File: config.mk
export PLATFORM = sky130hd
export DESIGN_NAME = utf8_sanitizer
export DESIGN_NICKNAME = d
export VERILOG_FILES = /design/src/hw/rtl/utf8s_pkg.sv /design/src/hw/rtl/utf8s_front.sv /design/src/hw/rtl/utf8s_queue.sv /design/src/hw/rtl/utf8s_back.sv /design/src/hw/rtl/utf8_sanitizer.sv
export SDC_FILE = /design/constraint.sdc
export NUM_CORES = 1
export LEC_CHECK = 0
export BUFFER_PORTS_ARGS = -buffer_cell sky130_fd_sc_hd__buf_2
export CELL_PAD_IN_SITES_DETAIL_PLACEMENT = 1
export CELL_PAD_IN_SITES_GLOBAL_PLACEMENT = 1
export CORE_AREA = 2 2 139 141
export CTS_CLUSTER_SIZE = 25
export DETAILED_ROUTE_END_ITERATION = 10
export DIE_AREA = 0 0 141 143
export PLACE_DENSITY = 0.66
export SLEW_MARGIN = 20
export SYNTH_ARGS = -nofsm -noshare
export SYNTH_HDL_FRONTEND = slang
export SYNTH_SLANG_ARGS = --single-unit
File: constraint.sdc
create_clock -name clk -period 4.9 [get_ports clk]
set_input_delay 0.735 -clock clk [delete_from_list [all_inputs] [get_ports clk]]
set_output_delay 0.735 -clock clk [all_outputs]
set_load 0.05 [all_outputs]
File: src/hw/rtl/utf8s_pkg.sv
package utf8s_pkg;

	localparam int unsigned MaxBytes = 6;

	localparam logic [7:0] REPL_B0 = 8'hEF;
	localparam logic [7:0] REPL_B1 = 8'hBF;
	localparam logic [7:0] REPL_B2 = 8'hBD;

	localparam logic [7:0] LEAD2_LO = 8'hC2;
	localparam logic [7:0] LEAD2_HI = 8'hDF;
	localparam logic [7:0] LEAD3_LO = 8'hE0;
	localparam logic [7:0] LEAD3_HI = 8'hEF;
	localparam logic [7:0] LEAD4_LO = 8'hF0;
	localparam logic [7:0] LEAD4_HI = 8'hF4;

	localparam logic [20:0] MIN_CP2 = 21'h00080;
	localparam logic [20:0] MIN_CP3 = 21'h00800;
	localparam logic [20:0] MIN_CP4 = 21'h10000;
	localparam logic [20:0] MAX_CP = 21'h10FFFF;
	localparam logic [20:0] SURR_LO = 21'h0D800;
	localparam logic [20:0] SURR_HI = 21'h0DFFF;

	typedef enum logic [2:0] {
		LEAD_ASCII,
		LEAD_TWO,
		LEAD_THREE,
		LEAD_FOUR,
		LEAD_BAD
	} lead_t;

	typedef struct packed {
		logic [7:0] data_byte;
		logic       message_end;
	} item_t;

	typedef struct packed {
		logic [7:0] out_byte;
		logic       run_last;
		logic       message_done;
	} result_t;

	// All result bytes caused by one input item.
	typedef struct packed {
		logic [MaxBytes-1:0][7:0] bytes;
		logic [2:0]               count;
		logic                     done;
	} run_t;

endpackage

File: src/hw/rtl/utf8s_front.sv
module utf8s_front (
	input  logic             clk,
	input  logic             arst_n,
	input  logic             item_valid,
	output logic             item_stall,
	input  utf8s_pkg::item_t item,
	input  logic             q_full,
	output logic             push,
	output utf8s_pkg::run_t  run
);
	import utf8s_pkg::*;

	logic [2:0][7:0] held_bytes_q, held_bytes_d;
	logic [1:0]      held_count_q, held_count_d;
	logic [1:0]      need_q, need_d;
	logic [20:0]     partial_q, partial_d;

	logic [7:0]  b;
	logic        accept;
	lead_t       lcls;
	logic [20:0] cp;
	logic [20:0] cp_min;
	logic        cp_bad;
	logic [2:0]  base;

	assign b          = item.data_byte;
	assign item_stall = q_full;
	assign accept     = item_valid && !q_full;
	assign push       = accept && (run.count != 3'd0);

	always_comb begin
		if (!b[7]) begin
			lcls = LEAD_ASCII;
		end else if (b >= LEAD2_LO && b <= LEAD2_HI) begin
			lcls = LEAD_TWO;
		end else if (b >= LEAD3_LO && b <= LEAD3_HI) begin
			lcls = LEAD_THREE;
		end else if (b >= LEAD4_LO && b <= LEAD4_HI) begin
			lcls = LEAD_FOUR;
		end else begin
			lcls = LEAD_BAD;
		end
	end

	assign cp = {partial_q[14:0], b[5:0]};

	always_comb begin
		if (held_bytes_q[0] <= LEAD2_HI) begin
			cp_min = MIN_CP2;
		end else if (held_bytes_q[0] <= LEAD3_HI) begin
			cp_min = MIN_CP3;
		end else begin
			cp_min = MIN_CP4;
		end
	end

	assign cp_bad = (cp < cp_min) || (cp > MAX_CP) || (cp >= SURR_LO && cp <= SURR_HI);

	always_comb begin
		held_bytes_d = held_bytes_q;
		held_count_d = held_count_q;
		need_d       = need_q;
		partial_d    = partial_q;
		run          = '0;
		base         = 3'd0;
		if (item.message_end) begin
			if (held_count_q != 2'd0) begin
				run.bytes[0] = REPL_B0;
				run.bytes[1] = REPL_B1;
				run.bytes[2] = REPL_B2;
				run.count    = 3'd4;
			end else begin
				run.count = 3'd1;
			end
			run.done     = 1'b1;
			held_bytes_d = '0;
			held_count_d = 2'd0;
			need_d       = 2'd0;
			partial_d    = '0;
		end else if (held_count_q != 2'd0 && b[7:6] == 2'b10) begin
			if (need_q > 2'd1) begin
				held_bytes_d[held_count_q] = b;
				held_count_d               = held_count_q + 2'd1;
				need_d                     = need_q - 2'd1;
				partial_d                  = cp;
			end else begin
				if (cp_bad) begin
					run.bytes[0] = REPL_B0;
					run.bytes[1] = REPL_B1;
					run.bytes[2] = REPL_B2;
					run.count    = 3'd3;
				end else begin
					run.bytes[0]            = held_bytes_q[0];
					run.bytes[1]            = held_bytes_q[1];
					run.bytes[2]            = held_bytes_q[2];
					run.bytes[held_count_q] = b;
					run.count               = {1'b0, held_count_q} + 3'd1;
				end
				held_bytes_d = '0;
				held_count_d = 2'd0;
				need_d       = 2'd0;
				partial_d    = '0;
			end
		end else begin
			if (held_count_q != 2'd0) begin
				run.bytes[0] = REPL_B0;
				run.bytes[1] = REPL_B1;
				run.bytes[2] = REPL_B2;
				base         = 3'd3;
			end
			held_bytes_d = '0;
			held_count_d = 2'd0;
			need_d       = 2'd0;
			partial_d    = '0;
			case (lcls)
				LEAD_ASCII: begin
					run.bytes[base] = b;
					run.count       = base + 3'd1;
				end
				LEAD_TWO: begin
					run.count       = base;
					held_bytes_d[0] = b;
					held_count_d    = 2'd1;
					need_d          = 2'd1;
					partial_d       = {16'd0, b[4:0]};
				end
				LEAD_THREE: begin
					run.count       = base;
					held_bytes_d[0] = b;
					held_count_d    = 2'd1;
					need_d          = 2'd2;
					partial_d       = {17'd0, b[3:0]};
				end
				LEAD_FOUR: begin
					run.count       = base;
					held_bytes_d[0] = b;
					held_count_d    = 2'd1;
					need_d          = 2'd3;
					partial_d       = {18'd0, b[2:0]};
				end
				default: begin
					run.bytes[base]        = REPL_B0;
					run.bytes[base + 3'd1] = REPL_B1;
					run.bytes[base + 3'd2] = REPL_B2;
					run.count              = base + 3'd3;
				end
			endcase
		end
	end

	always_ff @(posedge clk or negedge arst_n) begin
		if (!arst_n) begin
			held_bytes_q <= '0;
			held_count_q <= 2'd0;
			need_q       <= 2'd0;
			partial_q    <= '0;
		end else if (accept) begin
			held_bytes_q <= held_bytes_d;
			held_count_q <= held_count_d;
			need_q       <= need_d;
			partial_q    <= partial_d;
		end
	end

endmodule

File: src/hw/rtl/utf8s_queue.sv
module utf8s_queue (
	input  logic            clk,
	input  logic            arst_n,
	input  logic            push,
	input  utf8s_pkg::run_t push_data,
	output logic            full,
	input  logic            pop,
	output logic            not_empty,
	output utf8s_pkg::run_t pop_data
);
	import utf8s_pkg::*;

	run_t       entries_q [2];
	logic       wr_ptr_q;
	logic       rd_ptr_q;
	logic [1:0] fill_q;

	assign full      = (fill_q == 2'd2);
	assign not_empty = (fill_q != 2'd0);
	assign pop_data  = entries_q[rd_ptr_q];

	always_ff @(posedge clk) begin
		if (push) begin
			entries_q[wr_ptr_q] <= push_data;
		end
	end

	always_ff @(posedge clk or negedge arst_n) begin
		if (!arst_n) begin
			wr_ptr_q <= 1'b0;
			rd_ptr_q <= 1'b0;
			fill_q   <= 2'd0;
		end else begin
			if (push) begin
				wr_ptr_q <= !wr_ptr_q;
			end
			if (pop) begin
				rd_ptr_q <= !rd_ptr_q;
			end
			if (push && !pop) begin
				fill_q <= fill_q + 2'd1;
			end else if (pop && !push) begin
				fill_q <= fill_q - 2'd1;
			end
		end
	end

endmodule

File: src/hw/rtl/utf8s_back.sv
module utf8s_back (
	input  logic               clk,
	input  logic               arst_n,
	input  logic               q_not_empty,
	input  utf8s_pkg::run_t    q_data,
	output logic               pop,
	output logic               result_valid,
	input  logic               result_stall,
	output utf8s_pkg::result_t result
);
	import utf8s_pkg::*;

	run_t       cur_q;
	logic       cur_valid_q;
	logic [2:0] idx_q;
	logic       last;
	logic       take;

	assign last = (idx_q + 3'd1 == cur_q.count);
	assign take = !cur_valid_q || (!result_stall && last);
	assign pop  = take && q_not_empty;

	assign result_valid        = cur_valid_q;
	assign result.out_byte     = cur_q.bytes[idx_q];
	assign result.run_last     = last;
	assign result.message_done = cur_q.done && last;

	always_ff @(posedge clk) begin
		if (pop) begin
			cur_q <= q_data;
		end
	end

	always_ff @(posedge clk or negedge arst_n) begin
		if (!arst_n) begin
			cur_valid_q <= 1'b0;
			idx_q       <= 3'd0;
		end else if (take) begin
			cur_valid_q <= q_not_empty;
			idx_q       <= 3'd0;
		end else if (!result_stall) begin
			idx_q <= idx_q + 3'd1;
		end
	end

endmodule

File: src/hw/rtl/utf8_sanitizer.sv
// Streaming UTF-8 sanitizer. Each input beat carries one message byte or an end-of-message
// marker; well-formed UTF-8 leaves unchanged, malformed pieces leave as EF BF BD, and every
// message closes with one beat of byte 00 flagged message_done. One input beat can cause zero
// to six output beats, and run_last flags the last of them. Input is taken once per cycle
// while the two-entry queue between the decoder and the serializer has room, and the output
// port delivers one byte per cycle while result_stall is low, so the output port sets the
// sustained rate: with the queue full, an N-byte run holds input back while it is sent.
module utf8_sanitizer (
	input  logic               clk,
	input  logic               arst_n,
	input  logic               item_valid,
	output logic               item_stall,
	input  utf8s_pkg::item_t   item,
	output logic               result_valid,
	input  logic               result_stall,
	output utf8s_pkg::result_t result
);
	import utf8s_pkg::*;

	run_t run_push;
	run_t run_pop;
	logic push;
	logic pop;
	logic q_full;
	logic q_not_empty;

	utf8s_front u_front (
		.clk        (clk),
		.arst_n     (arst_n),
		.item_valid (item_valid),
		.item_stall (item_stall),
		.item       (item),
		.q_full     (q_full),
		.push       (push),
		.run        (run_push)
	);

	utf8s_queue u_queue (
		.clk       (clk),
		.arst_n    (arst_n),
		.push      (push),
		.push_data (run_push),
		.full      (q_full),
		.pop       (pop),
		.not_empty (q_not_empty),
		.pop_data  (run_pop)
	);

	utf8s_back u_back (
		.clk          (clk),
		.arst_n       (arst_n),
		.q_not_empty  (q_not_empty),
		.q_data       (run_pop),
		.pop          (pop),
		.result_valid (result_valid),
		.result_stall (result_stall),
		.result       (result)
	);

	a_no_push_when_full : assert property (@(posedge clk) disable iff (!arst_n)
		push |-> !q_full)
		else $error("queue written while full");

	a_done_is_last_zero : assert property (@(posedge clk) disable iff (!arst_n)
		(result_valid && result.message_done) |-> (result.run_last && result.out_byte == 8'h00))
		else $error("closing beat malformed");

	a_end_item_pushes : assert property (@(posedge clk) disable iff (!arst_n)
		(item_valid && !item_stall && item.message_end) |-> (push && run_push.done))
		else $error("end of message produced no closing run");

endmodule
==> results.toml, run 1 <==
[power]
p_leak_nw = 3.067
p_int_mw = 3.130
p_comb_frac = 0.283
power_density_nw_per_um2 = 559.7
power_mw = 4.661
power_frac_clock = 0.287
p_sw_mw = 1.532
power_frac_seq = 0.430
p_sw_frac = 0.3286
max-vdd-ir-drop_mv = 0.2323

[clock_tree]
cts-resized-gates = 0
path_clk_slew_ns = 0.07
cts-root-buf = "clkbuf_16"
clock_sinks = 162
cts_hold_buf = 0
cts_setup_buffers = 0
cts_max_path_buffers = 2
h-tree-depth = 4
cts_buffers = 17
cts_tree = "built"
worstSkewPairLatency_ns = 0.43

[floorplanning]
rows = 50
die_width_um = 141
core_sq_um = 18580
ios = 25
die_area_sq_um = 20160
fp.dieH_um = 143
start_util = 0.3964

[timing]
hold_ws_ns = 0.4469
period_needed_ns = 3.526
tightest_slew_ns = 0.8991
slew_violations = 0
tns_ns = 0
setup_viol = 0
clock_skew_ns = 0.009599
slew_headroom = 0.4006
hold_viol = 0
max_freq_ghz = 0.2836
rsz0062_at_grt = "no"
period_share = 0.7195
layout_setup_ws_ns = 1.374

[final_layout]
utilization = 0.4482
layout.nets = 576
insertedDiodeCount = 0
nFillCells = 1869
finalNonFillerCells = 802
fin_area_sq_um = 8328
area_growth_pct = 13.08
layout-drive-gt1-share = 0.2465

[synth]
synth_seq_cells = 162
synth_fp_nets = 559
synth_edf_count = 111
synth_area_sq_um = 7365
synth-seq-area-share = 0.6259
synthArstFlopShare = 0.3148
synthCells = 538
yosysWarnings = 0
yosys_most_used_dff = "edfxtp_1"
ys_types = 58
syn_area_per_cell_sq_um = 13.69

[global_routing]
grt_pass1_vias = 4766
antenna_found_initial = 0
grt_pass1_wl_um = 27560
grt_use_total = 0.1804
overflow = 0
grt_max_degree = 52

[worst_setup_path]
required_ns = 4.16
path_class = "reg -> out"
startpoint = "u_back.idx_q[0]$_DFFE_PN0P_"
cp.arrival_ns = 2.79
cp_max_fo = 13
cp-start-kind = "flip-flop"
cp-end-kind = "output port"
r2r-start = "u_front.held_count_q[0]$_DFFE_PN0P_"

[placed_design]
hpwl_um = 11330
gp_congestion = 0.8742
place_area_sq_um = 7737
place_ws_ns = 1.460
dp.cells = 770
io_buffers = 24

[route]
routed-via-count = 4499
drc = 0
drtIter0Drc = 300
totalWireLength_um = 17210
vias_per_cell = 5.610
drtPass1Iterations = 4
ant_nets = 0
wire_per_inst_um = 21.46

[hold_path]
min_path_type = "in -> async"

[job]
drv_cap = 0

[run_status]
status = "completed"
[flip-flops by register name, indices dropped and copies added (netlist names)]
signal                count
u_back.idx_q              3
u_front.held_count_q      2
u_front.held_bytes_q     24
u_queue.rd_ptr_q          1
u_queue.entries_q        74
u_back.cur_q             37
u_queue.wr_ptr_q          1
u_queue.fill_q            2
u_front.need_q            2
u_back.result_valid       1
u_front.partial_q        15
[cells by family after synthesis]
kind of cell	after synthesis	share of synthesized area
flip-flops	162	0.6259
AO/OA/AOI/OAI	143	0.1346
AND/OR/NAND/NOR	101	0.07611
multiplexers	66	0.1126
buffers and inverters	49	0.02650
XOR/XNOR	9	0.01070
adder cells (fa/ha/maj)	8	0.01359
[area by class of cell]
class,count,area (sq um),share of cell area
Sequential cell,162,4609,0.5535
Tap cell,234,292.8,0.03516
Clock inverter,14,161.4,0.01938
Multi-Input combinational cell,327,2599,0.3120
Clock buffer,18,429.2,0.05153
Inverter,15,56.30,0.006761
Timing Repair Buffer,32,180.2,0.02163
[power by group through the flow]
stage               sequential (mW)  combinational (mW)  clock, mW
finish                         2.01                1.32       1.34
global route                   2.04                1.43       1.43
CTS                            2.01                1.34       1.37
detailed placement             2.04                1.33          0
global placement               2.02                1.31          0
floorplan                      1.95                1.05          0
[placed cells by master (no fill, tap or decap), types with 5 or more instances in the layout]
| master | Yosys | routed |
|---|---|---|
| nor2_1 | 29 | 29 |
| dfrtp_1 | 51 | 51 |
| xnor2_1 | 6 | 6 |
| nor3_1 | 7 | 5 |
| o21a_1 | 6 | 6 |
| buf_4 | 2 | 8 |
| mux4_2 | 8 | 8 |
| ha_1 | 8 | 8 |
| a22o_1 | 31 | 31 |
| clkbuf_16 | 0 | 17 |
| a31oi_1 | 8 | 8 |
| buf_2 | 3 | 24 |
| edfxtp_1 | 111 | 111 |
| and2_1 | 7 | 7 |
| a21oi_1 | 26 | 26 |
| mux2_2 | 55 | 55 |
| o21ai_0 | 42 | 42 |
| nand2_1 | 19 | 19 |
| inv_1 | 15 | 15 |
| nand2b_1 | 11 | 11 |
| nor3b_1 | 6 | 5 |
[worst max-delay path, stage by stage, from the launching register on]
cell     delay [ns]
dfrtp_1        0.85
ha_1           0.38
xor2_1         0.18
nor3_1         0.50
and2_1         0.20
buf_2          0.25
[per-layer routing]
layer,share of wire,wire (um),GRT usage,vias up
met2,0.48,8224,0.2927,79
li1,-,-,-,2083
met5,0,0,0,-
met3,0.035,596,0.03353,23
met4,0.017,297,0.06368,0
met1,0.47,8089,0.2451,2314
[cells in the mapped netlist (4+ instances only)]
cell,count,area share
edfxtp_1,111,0.45
mux2_2,55,0.084
dfrtp_1,51,0.17
o21ai_0,42,0.029
a22o_1,31,0.037
nor2_1,29,0.015
a21oi_1,26,0.018
clkbuf_1,26,0.013
nand2_1,19,0.0097
inv_1,15,0.0076
nand2b_1,11,0.0093
a31oi_1,8,0.0068
ha_1,8,0.014
mux4_2,8,0.024
and2_1,7,0.0059
nor3_1,7,0.0048
nor3b_1,6,0.0061
o21a_1,6,0.0061
xnor2_1,6,0.0071
nor2b_1,4,0.0034
o22ai_1,4,0.0034
[final timing paths]
| check | end | slack, ns | cells after the start |
|---|---|---|---|
| max in group asynchronous | u_front.held_bytes_q[15]$_DFFE_PN0P_ | 3.99 | 2 |
| worst min register to register | u_front.held_bytes_q[22]$_DFFE_PN0P_ | 0.49 | 1 |
| worst max register to register | u_queue.fill_q[1]$_DFFE_PN0P_ | 1.41 | 12 |
| worst max-delay path | result[0] | 1.37 | 5 |
| worst min-delay path | u_front.held_count_q[0]$_DFFE_PN0P_ | 0.45 | 2 |
| min in group clk | u_front.held_bytes_q[22]$_DFFE_PN0P_ | 0.49 | 1 |
Power figures use the tool's default switching activity.
==> run 2, diff against run 1 <==
--- a/config.mk
+++ b/config.mk
@@ -12,7 +12,7 @@
 export CTS_CLUSTER_SIZE = 25
 export DETAILED_ROUTE_END_ITERATION = 10
 export DIE_AREA = 0 0 141 143
-export PLACE_DENSITY = 0.66
+export PLACE_DENSITY = 0.63
 export SLEW_MARGIN = 20
 export SYNTH_ARGS = -nofsm -noshare
 export SYNTH_HDL_FRONTEND = slang
==> constraint.sdc (replaced) <==
create_clock -name clk -period 3.4 [get_ports clk]
set_input_delay 0.51 -clock clk [delete_from_list [all_inputs] [get_ports clk]]
set_output_delay 0.51 -clock clk [all_outputs]
set_load 0.05 [all_outputs]
==> run 2 against run 1 <==
Largest cell class unchanged; final cell count increased by 0.87%; global-route usage rose by 0.58 points; critical path depth up 5; die area unchanged; clock skew grew 0.00088 ns; critical path type is now reg -> reg; sequential cell count unchanged; wire length up 2.2%; highest routed layer unchanged.
==> results.toml, run 2 (synthesized netlist as in run 1, its figures left out) <==
[clock_tree]
cts_tree = "built"
worstSkewPairLatency_ns = 0.43
cts-root-buf = "clkbuf_16"
path_clk_slew_ns = 0.06
cts_max_path_buffers = 2
cts_setup_buffers = 0
clock_sinks = 162
cts_hold_buf = 0
h-tree-depth = 4
cts_buffers = 17

[final_layout]
largest_register = "u_queue.entries_q"
fin_area_sq_um = 8366
finalNonFillerCells = 809
reg_top3 = "u_queue.entries_q (74), u_back.cur_q (37), u_front.held_bytes_q (24)"
layout-drive-gt1-share = 0.2591
insertedDiodeCount = 0
utilization = 0.4502
final_common_cell = "edfxtp_1"
area_growth_pct = 13.59
largest_reg_flops = 74
layout.nets = 586
final_cell_mix = "edfxtp_1, mux2_2, dfrtp_1, o21ai_0, a22o_1"

[power]
p_leak_nw = 3.089
p_int_mw = 4.396
p_sw_frac = 0.3346
max-vdd-ir-drop_mv = 0.3117
p_sw_mw = 2.211
power_mw = 6.606
power_density_nw_per_um2 = 789.7
p_comb_frac = 0.304
power_frac_seq = 0.431
power_frac_clock = 0.265

[worst_setup_path]
cp-start-kind = "flip-flop"
cp-end-kind = "flip-flop"
cp_max_fo = 7
slowest_stage = "or4_1"
r2r_setup_slack_ns = 0.34
required_ns = 3.75
crit_buf_inv = 0
worstPathCellList = "or4_1 > o21ai_0 > nand4_2 > a41o_4 > nor4b_4 > nor2_1 > ha_1 > xor2_1 > nor2_1 > xor2_1"
path_class = "reg -> reg"
cp.arrival_ns = 3.41
max_stage_delay_ns = 0.52
path_delay_family = "simple AND/OR/NAND/NOR gates"
r2r-start = "u_front.partial_q[9]$_DFFE_PN0P_"
r2r-end = "u_queue.fill_q[1]$_DFFE_PN0P_"
r2r_cells = 10

[route]
routed-via-count = 4561
drtIter0Drc = 360
drc = 0
wire_per_inst_um = 21.73
totalWireLength_um = 17580
ant_nets = 0
vias_per_cell = 5.638
drtPass1Iterations = 4

[placed_design]
place_ws_ns = 0.3778
gp_congestion = 0.8603
hpwl_um = 11750
place_area_sq_um = 7839
io_buffers = 24
dp.cells = 780

[timing]
period_share = 0.8987
layout_setup_ws_ns = 0.3445
hold_ws_ns = 0.1547
tightest_slew_ns = 0.7721
slew_violations = 0
period_needed_ns = 3.055
rsz0062_at_grt = "no"
clock_skew_ns = 0.01048
tns_ns = 0
setup_viol = 0
max_freq_ghz = 0.3273
slew_headroom = 0.4852
hold_viol = 0

[global_routing]
grt_pass1_vias = 5059
overflow = 0
grt_pass1_wl_um = 28560
grt_use_total = 0.1862
grt_max_degree = 39
antenna_found_initial = 0

[floorplanning]
die_area_sq_um = 20160
fp.dieH_um = 143
rows = 50
ios = 25
die_width_um = 141
start_util = 0.3964
core_sq_um = 18580

[job]
drv_cap = 0

[run_status]
status = "completed"

[hold_path]
min_path_type = "in -> async"
[run 2: cell types whose count changed in the layout (fill, tap and decap cells not counted), moves of 2 or more]
cell / change
buf_12: +3
buf_4: +7
inv_6: -2
bufinv_16: -2
[run 2: repair_timing]
item	CTS	global route
resized for setup	0	1
endpoints found under the hold margin	0	0
setup endpoints to repair	0	1
[run 2: power groups by stage]
stage / Combinational [mW] / Sequential, mW / Clock, mW
2_1_floorplan: 1.52 / 2.81 / 0
3_3_place_gp: 2.00 / 2.86 / 0
3_5_place_dp: 2.03 / 2.89 / 0
4_1_cts: 2.04 / 2.85 / 1.79
5_1_grt: 2.20 / 2.89 / 1.86
6_report: 2.01 / 2.84 / 1.75
[run 2: how the worst max path moves through the flow]
stage / endpoint / cells after the start / start / slack [ns]
CTS: result[0] / 5 / u_back.idx_q[1]$_DFFE_PN0P_ / 0.14
global placement: u_queue.fill_q[1]$_DFFE_PN0P_ / 10 / u_front.partial_q[8]$_DFFE_PN0P_ / 0.45
finish: u_queue.fill_q[1]$_DFFE_PN0P_ / 10 / u_front.partial_q[9]$_DFFE_PN0P_ / 0.34
floorplan: u_queue.entries_q[1][0]$_DFFE_PP_ / 5 / u_front.partial_q[13]$_DFFE_PN0P_ / 0.17
global route: u_queue.fill_q[1]$_DFFE_PN0P_ / 12 / u_front.held_count_q[0]$_DFFE_PN0P_ / 0.16
detailed placement: u_queue.fill_q[1]$_DFFE_PN0P_ / 10 / u_front.partial_q[3]$_DFFE_PN0P_ / 0.38
[run 2: routing by layer]
metal	up-vias	wire (um)	track usage
li1	2097	-	-
met1	2362	8190	0.2473
met2	76	8569	0.3060
met3	26	499	0.03689
met4	0	318	0.06789
met5	-	0	0
[run 2: area by class of cell]
type                       count  area, sq um
clock inverter                11        92.59
inverter                      15        56.30
clock buffer                  18        429.2
fill                        1849        10210
multi-input combinational    327         2592
tap                          234        292.8
sequential                   162         4609
timing repair buffer          42        292.8
